`config.mk`:
```
export PLATFORM = sky130hd
export DESIGN_NAME = urfrm_chain
export DESIGN_NICKNAME = d
export VERILOG_FILES = /design/src/sv/urfrm_pkg.sv /design/src/sv/urfrm_cell.sv /design/src/sv/urfrm_chain.sv
export SDC_FILE = /design/constraint.sdc
export NUM_CORES = 1
export LEC_CHECK = 0
export BUFFER_PORTS_ARGS = -buffer_cell sky130_fd_sc_hd__buf_2
export CAP_MARGIN = 0
export CORE_UTILIZATION = 45
export DETAILED_ROUTE_END_ITERATION = 16
export RECOVER_POWER = 25
export SYNTH_ARGS = -nofsm -noshare
export SYNTH_HDL_FRONTEND = slang
export SYNTH_SLANG_ARGS = --single-unit
```
`constraint.sdc`:
```
create_clock -name aclk -period 1.8 [get_ports aclk]
set_input_delay 0.18 -clock aclk [delete_from_list [all_inputs] [get_ports aclk]]
set_output_delay 0.18 -clock aclk [all_outputs]
set_load 0.05 [all_outputs]
```
`src/sv/urfrm_pkg.sv`:
```
// Types and codes for the UART register block with receive FIFO.
// No dependencies.
package urfrm_pkg;

    // Item kinds
    localparam logic [1:0] KIND_PUSH  = 2'd0;
    localparam logic [1:0] KIND_WRITE = 2'd1;
    localparam logic [1:0] KIND_READ  = 2'd2;

    // Register offsets
    localparam logic [2:0] OFF_DATA = 3'd0;
    localparam logic [2:0] OFF_IER  = 3'd1;
    localparam logic [2:0] OFF_LSR  = 3'd5;

    // Line status bit 0: data ready
    localparam logic [7:0] LSR_DATA_READY = 8'h01;

    // Per-cycle command broadcast to every FIFO cell
    typedef struct packed {
        logic push;
        logic pop;
    } cell_ctrl_t;

    // Occupancy seen at the ends of the cell row
    typedef struct packed {
        logic head_full;    // cell 0 holds a byte
        logic second_full;  // cell 1 holds a byte
        logic tail_full;    // last cell holds a byte: FIFO full
    } chain_status_t;

endpackage

```
`src/sv/urfrm_cell.sv`:
```
// One FIFO cell: a byte and an occupied flag, shifting toward the head on pop.
// Depends on urfrm_pkg.
module urfrm_cell (
    input  logic                   aclk,
    input  logic                   aresetn,
    input  urfrm_pkg::cell_ctrl_t  ctrl,
    input  logic                   prev_full,
    input  logic                   next_full,
    input  logic [7:0]             next_data,
    input  logic [7:0]             push_data,
    output logic                   full,
    output logic [7:0]             data
);
    import urfrm_pkg::*;

    logic       full_reg, full_next;
    logic [7:0] byte_reg, byte_next;

    always_comb begin
        full_next = full_reg;
        byte_next = byte_reg;
        if (ctrl.pop) begin
            full_next = next_full;
            byte_next = next_data;
        end else if (ctrl.push && prev_full && !full_reg) begin
            // first empty slot takes the new byte
            full_next = 1'b1;
            byte_next = push_data;
        end
    end

    always_ff @(posedge aclk) begin
        if (!aresetn) begin
            full_reg <= 1'b0;
        end else begin
            full_reg <= full_next;
        end
    end

    always_ff @(posedge aclk) begin
        byte_reg <= byte_next;
    end

    assign full = full_reg;
    assign data = byte_reg;

endmodule

```
`src/sv/urfrm_chain.sv`:
```
// Row of FIFO cells forming the receive FIFO; head at cell 0.
// Depends on urfrm_pkg and urfrm_cell.
module urfrm_chain #(
    parameter int FIFO_DEPTH = 16
) (
    input  logic                      aclk,
    input  logic                      aresetn,
    input  urfrm_pkg::cell_ctrl_t     ctrl,
    input  logic [7:0]                push_data,
    output urfrm_pkg::chain_status_t  status,
    output logic [7:0]                head_data
);
    import urfrm_pkg::*;

    logic [FIFO_DEPTH-1:0] full_w;
    logic [7:0]            data_w [FIFO_DEPTH];

    for (genvar i = 0; i < FIFO_DEPTH; i++) begin : g_cell
        logic       prev_full_w;
        logic       next_full_w;
        logic [7:0] next_data_w;

        if (i == 0) begin : g_head
            assign prev_full_w = 1'b1;
        end else begin : g_body
            assign prev_full_w = full_w[i-1];
        end

        if (i == FIFO_DEPTH - 1) begin : g_tail
            assign next_full_w = 1'b0;
            assign next_data_w = 8'h00;
        end else begin : g_inner
            assign next_full_w = full_w[i+1];
            assign next_data_w = data_w[i+1];
        end

        urfrm_cell u_cell (
            .aclk      (aclk),
            .aresetn   (aresetn),
            .ctrl      (ctrl),
            .prev_full (prev_full_w),
            .next_full (next_full_w),
            .next_data (next_data_w),
            .push_data (push_data),
            .full      (full_w[i]),
            .data      (data_w[i])
        );
    end

    assign status.head_full   = full_w[0];
    assign status.second_full = full_w[1];
    assign status.tail_full   = full_w[FIFO_DEPTH-1];
    assign head_data          = data_w[0];

endmodule

```
==> run metrics <==
CTS tree=built; Max-cap violations=0; Port Buffers=22; row cnt=41; critical path type=in2reg; WL per Instance=14.6 um; Vias=3,682; Final min period=1.56 ns; most frequent cells in the layout=254 x nand2_1, 120 x edfxtp_1, 24 x dfxtp_1; Final WS setup=0.236 ns; status=finished, final reports clean; Seq/Total Area, Yosys=68.8%; via/cell ratio=4.95; Chip Width=117 um; Syn Nets=542; Worst VDD drop=0.000733 V; number of global-route vias before repair=3,561; number of synthesized register bits=144; worst path buffer plus inverter count=2; CP top delay family=buffers and inverters; Setup Skew=0.00471 ns; initial antenna violation count=0; Routed WL=10,900 um; CTS Buffer Depth=2; area of the core=12,700 um2; max incr delay on CP=0.71 ns; post-CTS setup buffer count=0; overall power=0.00762 W; Placer Congestion=0.743; Crit path top cell by count=clkbuf_2; pre-CTS setup slack=0.275 ns; Fin. Hold Viols=0; placed cells=712; final period utilization=86.9%; Tightest Hold Check Type=in2reg; DRC errors left=0; Final Non-Filler Cells=744; CP cell instances=clkbuf_2 > nand2b_1 > clkbuf_2 > nand2_1; PostCTS Resize Cnt=0; Final Util=52.6%; Power Density=1140 nW/um2; leakage=2.92 nW; Starting Density=46.7%; Slew Viols, Final=0; Num Clock Sinks=144; Slew headroom=36.0%; first-pass GRT wire length=18,200 um; top post-synthesis cells by area=edfxtp_1 61%, nand2_1 16%, dfxtp_1 8.1%; Die Area=13,700 um2; share of layout cells above drive strength 1=14.7%; syn_area_per_cell=11.2 um2; area leader, netlist=edfxtp_1; most common cell after layout, fill and taps aside=nand2_1; CP max stage cell=clkbuf_2; Worst Path Required=1.93 ns; global-route usage over all layers=18.4%; setup TNS=0 ns; Distinct cells, synth=19; RSZ-0062 raised after global routing=false; H-tree Lvls=4; fill cell count=1,164; root buf cell=clkbuf_16; Startpoint Class=input port; initial DRC count=237; I/O Pins=23; Num CTS Buffers=17; fmax=0.640 GHz; crit path DAT=1.69 ns; share of the synthesized area in the top cell type=60.7%; final setup vio count=0; Max FO, Critical Path=50; die height=117 um; nets@finish=571; Crit. End Element=register; Post-Syn Area=5940 um2; CTS Hold Bufs=0; Clock Pin Slew Worst Setup and Hold Paths=0.05 ns; post-synthesis cell count=530; Final ANT Viol Nets=0; Remaining Overflow, GRT=0; DRT Pass-1 Iters=6; yosys warns=0; # diodes=0; pin count of the biggest net entering global routing=51; Worst Max-Slew Pin Slew=0.960 ns; Syn-to-layout area delta=12.6%; Clock Latency Late Sink=0.41 ns; max reg flops=128; Post-DP HPWL=6950 um
-- cell usage after synthesis --
master,number
nand3b_1,1
a21o_1,1
a21oi_1,1
buf_2,25
dfxtp_1,24
o21bai_1,14
inv_1,16
buf_6,4
buf_4,5
a221oi_2,14
edfxtp_1,120
clkbuf_1,2
nand2b_1,16
mux2i_1,8
clkbuf_2,7
nor3_1,3
nand2_1,254
nor2_1,14
nor2b_1,1
-- worst paths after layout --
check,startpoint,to,slack [ns],cells past startpoint
worst max-delay path,ctrl[0],g_cell[10].u_cell.data[3],0.24,4
worst min-delay path,ctrl[1],g_cell[11].u_cell.full,0.18,3
worst min register to register,g_cell[15].u_cell.data[7],g_cell[15].u_cell.data[7],0.48,2
worst max register to register,g_cell[9].u_cell.full,g_cell[10].u_cell.data[4],0.36,2
-- stage by stage --
step / instance area, um2 / hold WS, ns
floorplan: 5940 / 0.452
global placement: 6250 / 0.460
detailed placement: 6250 / 0.472
CTS: 6740 / 0.153
global route: 6690 / 0.191
finish: 6690 / 0.178
-- cell families (layout without fill, tap and decap cells) --
| logic type | after synthesis | in the layout | synth area share [%] |
|---|---|---|---|
| DFF | 144 | 144 | 68.8 |
| muxes | 8 | 8 | 1.35 |
| AOI/OAI and AO/OA | 30 | 30 | 5.52 |
| and+or+nand+nor | 289 | 289 | 19.1 |
| buffers and inverters | 59 | 101 | 5.23 |
-- report_power, final --
group | switching, W | internal, W | total [W]
clock | 0.00121 | 0.00172 | 0.00293
combinational | 0.000440 | 0.000196 | 0.000636
sequential | 0.0000958 | 0.00395 | 0.00405
-- final cells by class --
class                           count  area (um2)  area share [%]
Inverter                           16        60.1           0.898
Clock inverter                     10        46.3           0.692
Multi-Input combinational cell    327        1530            22.9
Clock buffer                       22         444            6.64
Tap cell                          172         215            3.22
Sequential cell                   144        4080            61.1
Timing Repair Buffer               53         307            4.58
-- worst min-delay path, cell delays in order --
cell      delay, ns
buf_2          0.18
nand2_1        0.12
a221oi_2       0.06
-- routing by layer --
| layer | GRT usage (%) | vias to the layer above | part of all wire (%) |
|---|---|---|---|
| li1 | - | 1810 | - |
| met2 | 29.6 | 72 | 48 |
| met5 | 0 | - | 0 |
| met3 | 4.48 | 18 | 3.6 |
| met1 | 23.6 | 1782 | 46 |
| met4 | 8.78 | 0 | 2.0 |
Note: power is estimated with default switching activity, not from simulation.
